<file path="src/design/ctab_pkg.sv">
// ----------------------------------------------------------------------------
// ctab_pkg - shared types and constants of the clipped tinted alpha blitter
// Configuration register set, register indexes, mode codes and the exact
// divide-by-255 helper used by the blend datapath.
// ----------------------------------------------------------------------------
package ctab_pkg;

    // Register indexes on the configuration port
    localparam logic [2:0] REG_MODE        = 3'd0;
    localparam logic [2:0] REG_CLIP_MIN_X  = 3'd1;
    localparam logic [2:0] REG_CLIP_MIN_Y  = 3'd2;
    localparam logic [2:0] REG_CLIP_MAX_X  = 3'd3;
    localparam logic [2:0] REG_CLIP_MAX_Y  = 3'd4;
    localparam logic [2:0] REG_FRAME_WIDTH = 3'd5;
    localparam logic [2:0] REG_PAINT_COLOR = 3'd6;

    // Colour modes; the upper code also means fill
    localparam logic [1:0] MODE_BLEND = 2'd0;
    localparam logic [1:0] MODE_COPY  = 2'd1;
    localparam logic [1:0] MODE_FILL  = 2'd2;

    localparam logic [7:0] CHAN_MAX = 8'hff;

    // Depth of the queue between classifier and colour pipeline
    localparam int QUEUE_DEPTH = 4;

    // Configuration register set
    typedef struct packed {
        logic [1:0]  mode;
        logic [11:0] clip_min_x;
        logic [11:0] clip_min_y;
        logic [11:0] clip_max_x;
        logic [11:0] clip_max_y;
        logic [12:0] frame_width;
        logic [31:0] paint_color;
    } cfg_t;

    // floor(v / 255), exact for v up to 255*255
    function automatic logic [7:0] div255(input logic [15:0] v);
        logic [16:0] t;
        t = {1'b0, v} + 17'(v[15:8]) + 17'd1;
        return t[15:8];
    endfunction

endpackage

</file>
<file path="src/design/ctab_queue.sv">
// ----------------------------------------------------------------------------
// ctab_queue - short register queue between classifier and colour pipeline
// First-in first-out store with the oldest entry always on rdata.
// ----------------------------------------------------------------------------
module ctab_queue #(
    parameter int DATA_W = 8,
    parameter int DEPTH  = 4,
    localparam int PTR_W = (DEPTH > 1) ? $clog2(DEPTH) : 1,
    localparam int CNT_W = $clog2(DEPTH + 1)
) (
    input  logic              clk,
    input  logic              rst_n,
    input  logic              wr,
    input  logic [DATA_W-1:0] wdata,
    output logic              q_full,
    input  logic              rd,
    output logic [DATA_W-1:0] rdata,
    output logic              q_empty
);

    logic [DATA_W-1:0] slot_reg [DEPTH];
    logic [PTR_W-1:0]  wr_ptr_reg;
    logic [PTR_W-1:0]  rd_ptr_reg;
    logic [CNT_W-1:0]  count_reg;
    logic              do_wr;
    logic              do_rd;

    assign q_full  = (count_reg == CNT_W'(DEPTH));
    assign q_empty = (count_reg == '0);
    assign do_wr   = wr && !q_full;
    assign do_rd   = rd && !q_empty;
    assign rdata   = slot_reg[rd_ptr_reg];

    // Store the incoming beat at the tail
    always_ff @(posedge clk)
    begin
        if (do_wr)
        begin
            slot_reg[wr_ptr_reg] <= wdata;
        end
    end

    // Advance pointers and occupancy
    always_ff @(posedge clk or negedge rst_n)
    begin
        if (!rst_n)
        begin
            wr_ptr_reg <= '0;
            rd_ptr_reg <= '0;
            count_reg  <= '0;
        end
        else
        begin
            if (do_wr)
            begin
                wr_ptr_reg <= (wr_ptr_reg == PTR_W'(DEPTH - 1)) ? '0 : wr_ptr_reg + 1'b1;
            end
            if (do_rd)
            begin
                rd_ptr_reg <= (rd_ptr_reg == PTR_W'(DEPTH - 1)) ? '0 : rd_ptr_reg + 1'b1;
            end
            if (do_wr && !do_rd)
            begin
                count_reg <= count_reg + 1'b1;
            end
            else if (do_rd && !do_wr)
            begin
                count_reg <= count_reg - 1'b1;
            end
        end
    end

endmodule

</file>
<file path="src/design/ctab_front.sv">
// ----------------------------------------------------------------------------
// ctab_front - input side of the blitter: accept and classify pixels
// Tests each coordinate against the framebuffer bounds and the clip
// rectangle, narrows it and hands the packed beat to the queue.
// ----------------------------------------------------------------------------
module ctab_front #(
    parameter int MAX_WIDTH  = 4096,
    parameter int MAX_HEIGHT = 4096,
    localparam int XW        = $clog2(MAX_WIDTH),
    localparam int YW        = $clog2(MAX_HEIGHT),
    localparam int ENTRY_W   = 1 + XW + YW + 32 + 24 + 1
) (
    input  logic               clk,
    input  logic               rst_n,
    input  ctab_pkg::cfg_t     cfg,
    input  logic signed [13:0] dest_x,
    input  logic signed [13:0] dest_y,
    input  logic [31:0]        src_argb,
    input  logic [23:0]        dst_pixel,
    input  logic               last_in,
    input  logic               push,
    output logic               full,
    output logic               q_write,
    output logic [ENTRY_W-1:0] q_data,
    input  logic               q_full
);

    logic               valid_reg;
    logic               valid_next;
    logic [ENTRY_W-1:0] entry_reg;
    logic               load;
    logic               x_ok;
    logic               y_ok;
    logic               in_clip;

    // Bounds and clip test; a negative coordinate is rejected by its sign bit
    always_comb
    begin
        x_ok = !dest_x[13]
            && ({1'b0, dest_x[12:0]} < 14'(MAX_WIDTH))
            && (dest_x[12:0] >= {1'b0, cfg.clip_min_x})
            && (dest_x[12:0] <= {1'b0, cfg.clip_max_x});
        y_ok = !dest_y[13]
            && ({1'b0, dest_y[12:0]} < 14'(MAX_HEIGHT))
            && (dest_y[12:0] >= {1'b0, cfg.clip_min_y})
            && (dest_y[12:0] <= {1'b0, cfg.clip_max_y});
        in_clip = x_ok && y_ok;
    end

    // Hold the classified beat until the queue takes it
    assign full       = valid_reg && q_full;
    assign load       = push && !full;
    assign q_write    = valid_reg;
    assign q_data     = entry_reg;
    assign valid_next = load || (valid_reg && q_full);

    always_ff @(posedge clk or negedge rst_n)
    begin
        if (!rst_n)
        begin
            valid_reg <= 1'b0;
        end
        else
        begin
            valid_reg <= valid_next;
        end
    end

    always_ff @(posedge clk)
    begin
        if (load)
        begin
            entry_reg <= {in_clip, dest_x[XW-1:0], dest_y[YW-1:0],
                          src_argb, dst_pixel, last_in};
        end
    end

endmodule

</file>
<file path="src/design/ctab_back.sv">
// ----------------------------------------------------------------------------
// ctab_back - colour and address pipeline of the blitter
// Four register stages: tint products and address, tinted source, blend
// sum, then the output register with the mode select. The whole pipeline
// advances whenever the output register is free or being popped.
// ----------------------------------------------------------------------------
module ctab_back #(
    parameter int MAX_WIDTH  = 4096,
    parameter int MAX_HEIGHT = 4096,
    localparam int XW        = $clog2(MAX_WIDTH),
    localparam int YW        = $clog2(MAX_HEIGHT),
    localparam int ENTRY_W   = 1 + XW + YW + 32 + 24 + 1,
    localparam int PW        = YW + 13
) (
    input  logic               clk,
    input  logic               rst_n,
    input  ctab_pkg::cfg_t     cfg,
    input  logic [ENTRY_W-1:0] q_data,
    input  logic               q_empty,
    output logic               q_read,
    output logic               empty,
    input  logic               pop,
    output logic               write_enable,
    output logic [23:0]        address,
    output logic [31:0]        color_out,
    output logic               last_out
);

    // Unpacked queue head
    logic          h_we;
    logic [XW-1:0] h_x;
    logic [YW-1:0] h_y;
    logic [31:0]   h_src;
    logic [23:0]   h_dst;
    logic          h_last;

    assign {h_we, h_x, h_y, h_src, h_dst, h_last} = q_data;

    logic advance;

    // Stage 1: tint products and linear address
    logic             s1_valid_reg;
    logic             s1_we_reg;
    logic [23:0]      s1_addr_reg;
    logic [31:0]      s1_src_reg;
    logic [23:0]      s1_dst_reg;
    logic             s1_last_reg;
    logic [2:0][15:0] s1_prod_reg;
    logic [2:0][15:0] s1_prod_next;
    logic [PW-1:0]    row_base;
    logic [23:0]      s1_addr_next;

    // Stage 2: tinted source channels
    logic            s2_valid_reg;
    logic            s2_we_reg;
    logic [23:0]     s2_addr_reg;
    logic [31:0]     s2_src_reg;
    logic [23:0]     s2_dst_reg;
    logic            s2_last_reg;
    logic [2:0][7:0] s2_tint_reg;
    logic [2:0][7:0] s2_tint_next;

    // Stage 3: blend sums
    logic             s3_valid_reg;
    logic             s3_we_reg;
    logic [23:0]      s3_addr_reg;
    logic [31:0]      s3_src_reg;
    logic             s3_last_reg;
    logic [2:0][15:0] s3_sum_reg;
    logic [2:0][15:0] s3_sum_next;
    logic [7:0]       alpha2;
    logic [7:0]       inv_alpha2;

    // Output register
    logic        out_valid_reg;
    logic        out_we_reg;
    logic [23:0] out_addr_reg;
    logic [31:0] out_color_reg;
    logic        out_last_reg;
    logic [31:0] out_color_next;
    logic [23:0] blend_rgb;

    assign advance = !out_valid_reg || pop;
    assign q_read  = advance && !q_empty;

    assign empty        = !out_valid_reg;
    assign write_enable = out_we_reg;
    assign address      = out_addr_reg;
    assign color_out    = out_color_reg;
    assign last_out     = out_last_reg;

    // Stage 1 logic: source times tint per channel, row base plus column
    always_comb
    begin
        for (int c = 0; c < 3; c++)
        begin
            s1_prod_next[c] = 16'(h_src[8*c +: 8]) * 16'(cfg.paint_color[8*c +: 8]);
        end
        row_base     = PW'(h_y) * PW'(cfg.frame_width);
        s1_addr_next = 24'(row_base) + 24'(h_x);
    end

    // Stage 2 logic: scale the tint products back to a channel
    always_comb
    begin
        for (int c = 0; c < 3; c++)
        begin
            s2_tint_next[c] = ctab_pkg::div255(s1_prod_reg[c]);
        end
    end

    // Stage 3 logic: weighted sum of destination and tinted source
    always_comb
    begin
        alpha2     = s2_src_reg[31:24];
        inv_alpha2 = ctab_pkg::CHAN_MAX - alpha2;
        for (int c = 0; c < 3; c++)
        begin
            s3_sum_next[c] = 16'(16'(s2_dst_reg[8*c +: 8]) * 16'(inv_alpha2)
                               + 16'(s2_tint_reg[c]) * 16'(alpha2));
        end
    end

    // Output logic: final divide and mode select, zero when clipped
    always_comb
    begin
        for (int c = 0; c < 3; c++)
        begin
            blend_rgb[8*c +: 8] = ctab_pkg::div255(s3_sum_reg[c]);
        end
        case (cfg.mode)
            ctab_pkg::MODE_BLEND: out_color_next = {8'h00, blend_rgb};
            ctab_pkg::MODE_COPY:  out_color_next = s3_src_reg;
            ctab_pkg::MODE_FILL:  out_color_next = cfg.paint_color;
            default:              out_color_next = cfg.paint_color;
        endcase
        if (!s3_we_reg)
        begin
            out_color_next = '0;
        end
    end

    // Advance stage valids
    always_ff @(posedge clk or negedge rst_n)
    begin
        if (!rst_n)
        begin
            s1_valid_reg  <= 1'b0;
            s2_valid_reg  <= 1'b0;
            s3_valid_reg  <= 1'b0;
            out_valid_reg <= 1'b0;
        end
        else if (advance)
        begin
            s1_valid_reg  <= !q_empty;
            s2_valid_reg  <= s1_valid_reg;
            s3_valid_reg  <= s2_valid_reg;
            out_valid_reg <= s3_valid_reg;
        end
    end

    // Advance stage payloads
    always_ff @(posedge clk)
    begin
        if (advance)
        begin
            s1_we_reg   <= h_we;
            s1_addr_reg <= s1_addr_next;
            s1_src_reg  <= h_src;
            s1_dst_reg  <= h_dst;
            s1_last_reg <= h_last;
            s1_prod_reg <= s1_prod_next;

            s2_we_reg   <= s1_we_reg;
            s2_addr_reg <= s1_addr_reg;
            s2_src_reg  <= s1_src_reg;
            s2_dst_reg  <= s1_dst_reg;
            s2_last_reg <= s1_last_reg;
            s2_tint_reg <= s2_tint_next;

            s3_we_reg   <= s2_we_reg;
            s3_addr_reg <= s2_addr_reg;
            s3_src_reg  <= s2_src_reg;
            s3_last_reg <= s2_last_reg;
            s3_sum_reg  <= s3_sum_next;

            out_we_reg    <= s3_we_reg && s3_valid_reg;
            out_addr_reg  <= s3_we_reg ? s3_addr_reg : 24'd0;
            out_color_reg <= out_color_next;
            out_last_reg  <= s3_last_reg;
        end
    end

endmodule

</file>
<file path="src/design/clipped_tinted_alpha_blit.sv">
// ----------------------------------------------------------------------------
// clipped_tinted_alpha_blit - clipped, tinted alpha-blending pixel writer
// Top level: configuration registers, classifier, queue and colour pipeline.
// ----------------------------------------------------------------------------
// Usage:
//   Pixels enter as beats on the input queue port: drive dest_x, dest_y,
//   src_argb, dst_pixel and last_in with push high; a beat is taken at a
//   clock edge where full is low. Results leave through the output queue
//   port: while empty is low the oldest result sits on write_enable,
//   address, color_out and last_out, and pop takes it.
//   Each pixel gives exactly one result, in input order. A result passes
//   the classifier register, a queue slot, then three pipeline stages
//   into the output register. Throughput is one pixel per clock while
//   results are popped, with the single row multiplier (row index times
//   13-bit row length) and the channel multipliers all fully pipelined.
//   When the receiver stops popping, the pipeline holds, the four-entry
//   queue fills, then the classifier register, and only then full rises.
//   Registers are written through cfg_valid/cfg_ready/cfg_index/cfg_data;
//   cfg_ready is always high. Write them only while no pixel is in flight.
//   Reset (rst_n low) empties every stage and restores the register
//   defaults: blend mode, full 4096 by 4096 clip, row length 4096, white tint.
// ----------------------------------------------------------------------------
module clipped_tinted_alpha_blit #(
    parameter int MAX_WIDTH  = 4096,
    parameter int MAX_HEIGHT = 4096
) (
    input  logic               clk,
    input  logic               rst_n,
    // configuration write channel
    input  logic               cfg_valid,
    output logic               cfg_ready,
    input  logic [2:0]         cfg_index,
    input  logic [31:0]        cfg_data,
    // pixel input
    input  logic signed [13:0] dest_x,
    input  logic signed [13:0] dest_y,
    input  logic [31:0]        src_argb,
    input  logic [23:0]        dst_pixel,
    input  logic               last_in,
    input  logic               push,
    output logic               full,
    // result output
    output logic               write_enable,
    output logic [23:0]        address,
    output logic [31:0]        color_out,
    output logic               last_out,
    output logic               empty,
    input  logic               pop
);

    localparam int XW      = $clog2(MAX_WIDTH);
    localparam int YW      = $clog2(MAX_HEIGHT);
    localparam int ENTRY_W = 1 + XW + YW + 32 + 24 + 1;

    ctab_pkg::cfg_t     cfg_reg;
    logic               q_write;
    logic [ENTRY_W-1:0] q_wdata;
    logic               q_full;
    logic               q_read;
    logic [ENTRY_W-1:0] q_rdata;
    logic               q_empty;

    assign cfg_ready = 1'b1;

    // Configuration registers; writes to unused indexes are dropped
    always_ff @(posedge clk or negedge rst_n)
    begin
        if (!rst_n)
        begin
            cfg_reg.mode        <= ctab_pkg::MODE_BLEND;
            cfg_reg.clip_min_x  <= 12'd0;
            cfg_reg.clip_min_y  <= 12'd0;
            cfg_reg.clip_max_x  <= 12'd4095;
            cfg_reg.clip_max_y  <= 12'd4095;
            cfg_reg.frame_width <= 13'd4096;
            cfg_reg.paint_color <= 32'h00ff_ffff;
        end
        else if (cfg_valid && cfg_ready)
        begin
            case (cfg_index)
                ctab_pkg::REG_MODE:        cfg_reg.mode        <= cfg_data[1:0];
                ctab_pkg::REG_CLIP_MIN_X:  cfg_reg.clip_min_x  <= cfg_data[11:0];
                ctab_pkg::REG_CLIP_MIN_Y:  cfg_reg.clip_min_y  <= cfg_data[11:0];
                ctab_pkg::REG_CLIP_MAX_X:  cfg_reg.clip_max_x  <= cfg_data[11:0];
                ctab_pkg::REG_CLIP_MAX_Y:  cfg_reg.clip_max_y  <= cfg_data[11:0];
                ctab_pkg::REG_FRAME_WIDTH: cfg_reg.frame_width <= cfg_data[12:0];
                ctab_pkg::REG_PAINT_COLOR: cfg_reg.paint_color <= cfg_data;
                default:                   ;
            endcase
        end
    end

    // Accept and classify
    ctab_front #(
        .MAX_WIDTH  (MAX_WIDTH),
        .MAX_HEIGHT (MAX_HEIGHT)
    ) u_front (
        .clk       (clk),
        .rst_n     (rst_n),
        .cfg       (cfg_reg),
        .dest_x    (dest_x),
        .dest_y    (dest_y),
        .src_argb  (src_argb),
        .dst_pixel (dst_pixel),
        .last_in   (last_in),
        .push      (push),
        .full      (full),
        .q_write   (q_write),
        .q_data    (q_wdata),
        .q_full    (q_full)
    );

    // Decouple the two sides
    ctab_queue #(
        .DATA_W (ENTRY_W),
        .DEPTH  (ctab_pkg::QUEUE_DEPTH)
    ) u_queue (
        .clk     (clk),
        .rst_n   (rst_n),
        .wr      (q_write),
        .wdata   (q_wdata),
        .q_full  (q_full),
        .rd      (q_read),
        .rdata   (q_rdata),
        .q_empty (q_empty)
    );

    // Colour and address pipeline
    ctab_back #(
        .MAX_WIDTH  (MAX_WIDTH),
        .MAX_HEIGHT (MAX_HEIGHT)
    ) u_back (
        .clk          (clk),
        .rst_n        (rst_n),
        .cfg          (cfg_reg),
        .q_data       (q_rdata),
        .q_empty      (q_empty),
        .q_read       (q_read),
        .empty        (empty),
        .pop          (pop),
        .write_enable (write_enable),
        .address      (address),
        .color_out    (color_out),
        .last_out     (last_out)
    );

endmodule

</file>
<file path="config.mk">
export PLATFORM = sky130hd
export DESIGN_NAME = clipped_tinted_alpha_blit
export DESIGN_NICKNAME = d
export VERILOG_FILES = /design/src/design/ctab_pkg.sv /design/src/design/ctab_queue.sv /design/src/design/ctab_front.sv /design/src/design/ctab_back.sv /design/src/design/clipped_tinted_alpha_blit.sv
export SDC_FILE = /design/constraint.sdc
export NUM_CORES = 2
export LEC_CHECK = 0
export BUFFER_PORTS_ARGS = -buffer_cell sky130_fd_sc_hd__buf_2
export CORE_AREA = 2 2 346 348
export CTS_CLUSTER_DIAMETER = 40
export DETAILED_ROUTE_END_ITERATION = 8
export DIE_AREA = 0 0 348 350
export HOLD_SLACK_MARGIN = 0.03
export PLACE_DENSITY_LB_ADDON = 0.12
export SLEW_MARGIN = 10
export SYNTH_ARGS = -nofsm -noshare
export SYNTH_HDL_FRONTEND = slang
export SYNTH_SLANG_ARGS = --single-unit
</file>
<file path="constraint.sdc">
create_clock -name clk -period 25.7 [get_ports clk]
set_clock_uncertainty 0.2 [all_clocks]
set_input_delay 2.57 -clock clk [delete_from_list [all_inputs] [get_ports clk]]
set_output_delay 2.57 -clock clk [all_outputs]
set_load 0.005 [all_outputs]
</file>
==> flow_summary_export.csv <==
group,metric,value,unit
yosys,synth_compound_area_share,3.906,%
clocking,cts.sinks,917,
sta,finalCriticalPeriod,7.213,ns
clocking,h-tree-depth,4,
yosys,synthTopCellsByArea,"edfxtp_1 (41%), fa_1 (18%), ha_1 (9.8%)",
global_routing,grt_pass1_wl,200.9,mm
clocking,cts_max_path_buffers,3,
global_routing,grt_pass1_vias,35870,
sta,slew_headroom,23.78,%
place,hpwl,89.08,mm
clocking,clk_latency,0.76,ns
worst_setup_path,r2r_start,"u_queue.rd_ptr_reg[0]$_DFFE_PN0P_",
yosys,syn_area,58720,sq um
drt,vias,33510,
clocking,cts_resized,0,
place,placed_area,61330,sq um
die,die_area,121800,sq um
clocking,cts_buffers,131,
sta,slew_viol_final,0,
die,initial_core_util,49.86,%
yosys,synth_top_family_by_area,"adder cells",
worst_setup_path,timing.rr.end,"u_back.s1_prod_reg[15]$_DFFE_PN_",
sta,hold-worst-slack,0.2079,ns
drt,drt_iter0_drc,1910,
place,port_buffers,184,
yosys,yosys_warnings,0,
yosys,synth.largest_area_cell,"edfxtp_1",
yosys,ys_seq_area_share,46.09,%
min_path,hp-start,"u_back.s1_addr_reg[7]$_DFFE_PN_",
min_path,hold_path_end,"u_back.s2_addr_reg[7]$_DFFE_PN_",
sta,worstMarginPinSlew,1.138,ns
yosys,yosysMostFrequentCell,"edfxtp_1",
clocking,cts_root_buf,"clkbuf_16",
cells_and_area,n_antenna_cell,0,
yosys,synth-simple-area-share,10.17,%
global_routing,track_usage,21.53,%
yosys,synth_top_area_share,41.42,%
die,core-area,117800,sq um
cells_and_area,largest_register_ffs,328,
clocking,post_cts_buffers,0,
min_path,min_path_cells,0,
drt,drc,0,
yosys,synth_xor_area_share,2.163,%
yosys,synthMuxAreaShare,4.485,%
global_routing,grt-ovfl-total,0,
clocking,path_clk_slew,0.06,ns
place,gp_congestion,0.8381,
status,outcome,"complete, no violations",
worst_setup_path,worstSetupEndpointType,"register",
die,ioPinCount,186,
drt,wl,125.4,mm
drt,dr.pass1.iters,5,
yosys,synthAdderAreaFrac,27.38,%
yosys,synth_ff_type,"edfxtp_1",
yosys,synth_edf_count,810,
worst_setup_path,arrival,7.51,ns
sta,finalHoldViolCount,0,
flow_run,maxCapViolCount,0,
yosys,syn_avg_cell_area,12.89,sq um
die,die_width,348,um
yosys,synthCells,4556,
worst_setup_path,critPathKind,"register to register",
clocking,hold_buffers,0,
min_path,hold_path_class,"register to register",
worst_setup_path,required,26.00,ns
drt,ant_nets,0,
sta,setup_violations,0,
cells_and_area,syn_to_final_growth,12.15,%
sta,fmax,138.6,MHz
sta,fin_setup_tns,0,ns
global_routing,grt_max_degree,172,
worst_setup_path,reg2reg_slack,18.49,ns
cells_and_area,fin_nets,5873,
cells_and_area,design_area,65860,sq um
cells_and_area,drive_gt1_share,13.52,%
yosys,ys_async_sr_fraction,11.67,%
drt,wl_per_cell,19.54,um
yosys,synth_common_cells,"edfxtp_1 (810), inv_1 (769), fa_1 (517)",
die,fp.dieH,350,um
worst_setup_path,start_kind,"register",
sta,rsz0062_at_grt,"false",
die,rows,126,
global_routing,grt_antenna_before_repair,6,
worst_setup_path,rr_worst_depth,18,
yosys,synthDistinctLibCells,68,
sta,post-route-period-util,28.07,%
cells_and_area,postLayoutCoreUtil,55.92,%
drt,viasPerCell,5.222,
yosys,ys_ff_latch,917,
worst_setup_path,crit_fanout,41,
clocking,cts_tree,"done",
[worst max-delay path, cell delays in order, from the launching register on]
cell and delay [ns]:
dfrtp_4 0.66, buf_4 0.61, buf_4 0.75, mux4_2 0.71, and2_1 0.22, fa_1 0.52, fa_1 0.51, fa_1 0.49
inv_1 0.05, fa_1 0.47, inv_1 0.04, ha_1 0.31, o21a_1 0.12, o31a_1 0.13, o211ai_1 0.22, a21oi_1 0.12
a2111oi_2 0.45, a21oi_1 0.15, xnor2_1 0.14
[placed cells by master (no fill, tap or decap), drive strengths merged, types with 10 or more instances in the layout]
cell,instances
a21oi,91
o211ai,15
a21o,23
ha,458
fa,517
clkinv,44
nand2b,117
mux2,69
o21ai,106
o21bai,10
and2,382
and3,11
nand4,16
xnor2,99
nor2b,111
nand2,288
mux4,82
o21a,35
edfxtp,810
bufinv,10
xor2,46
nor3,31
a211oi,12
nor2,77
dfrtp,58
nand3,44
a32oi,10
dfstp,49
inv,803
clkbuf,145
buf,211
[metal layers]
metal,routed length (um),track usage (%)
met1,57500,29.96
met2,59210,34.87
met3,5746,3.721
met4,2910,6.396
met5,23,0
[stage by stage]
stage | worst slack, ns | std cells
floorplan | 11.16 | 4558
global placement | 18.37 | 6176
detailed placement | 18.36 | 6176
CTS | 18.33 | 6417
global route | 17.96 | 6417
finish | 18.49 | 6417
[layout make-up]
type	count	area, sq um
multi-input cells	2742	28310
inverters	770	2890
flip-flops and latches	917	27070
clock buffers	145	3361
fillers	9722	51910
clock inverters	96	1160
well taps	1536	1922
repair buffers	211	1139
[how the worst max path moves through the flow]
stage                                      start                                to  slack [ns]  cells past startpoint
2_1_floorplan                                pop  u_queue.count_reg[1]$_DFFE_PN0P_       11.16                      7
3_3_place_gp   u_queue.rd_ptr_reg[0]$_DFFE_PN0P_  u_back.s1_prod_reg[15]$_DFFE_PN_       18.37                     18
3_5_place_dp   u_queue.rd_ptr_reg[0]$_DFFE_PN0P_  u_back.s1_prod_reg[15]$_DFFE_PN_       18.36                     18
4_1_cts        u_queue.rd_ptr_reg[0]$_DFFE_PN0P_  u_back.s1_prod_reg[15]$_DFFE_PN_       18.33                     18
5_1_grt        u_queue.rd_ptr_reg[0]$_DFFE_PN0P_  u_back.s1_prod_reg[15]$_DFFE_PN_       17.96                     18
6_report       u_queue.rd_ptr_reg[0]$_DFFE_PN0P_  u_back.s1_prod_reg[15]$_DFFE_PN_       18.49                     18
[cells by family after synthesis]
kind of cell	after synthesis
simple gates	1110
fa+ha+maj	975
flops	917
buf+inv	899
compound gates	356
mux	152
xor+xnor	145
other cells	2
Power is not shown: default switching activity piles up to over one toggle a cycle in this logic, so the estimate is an artifact.
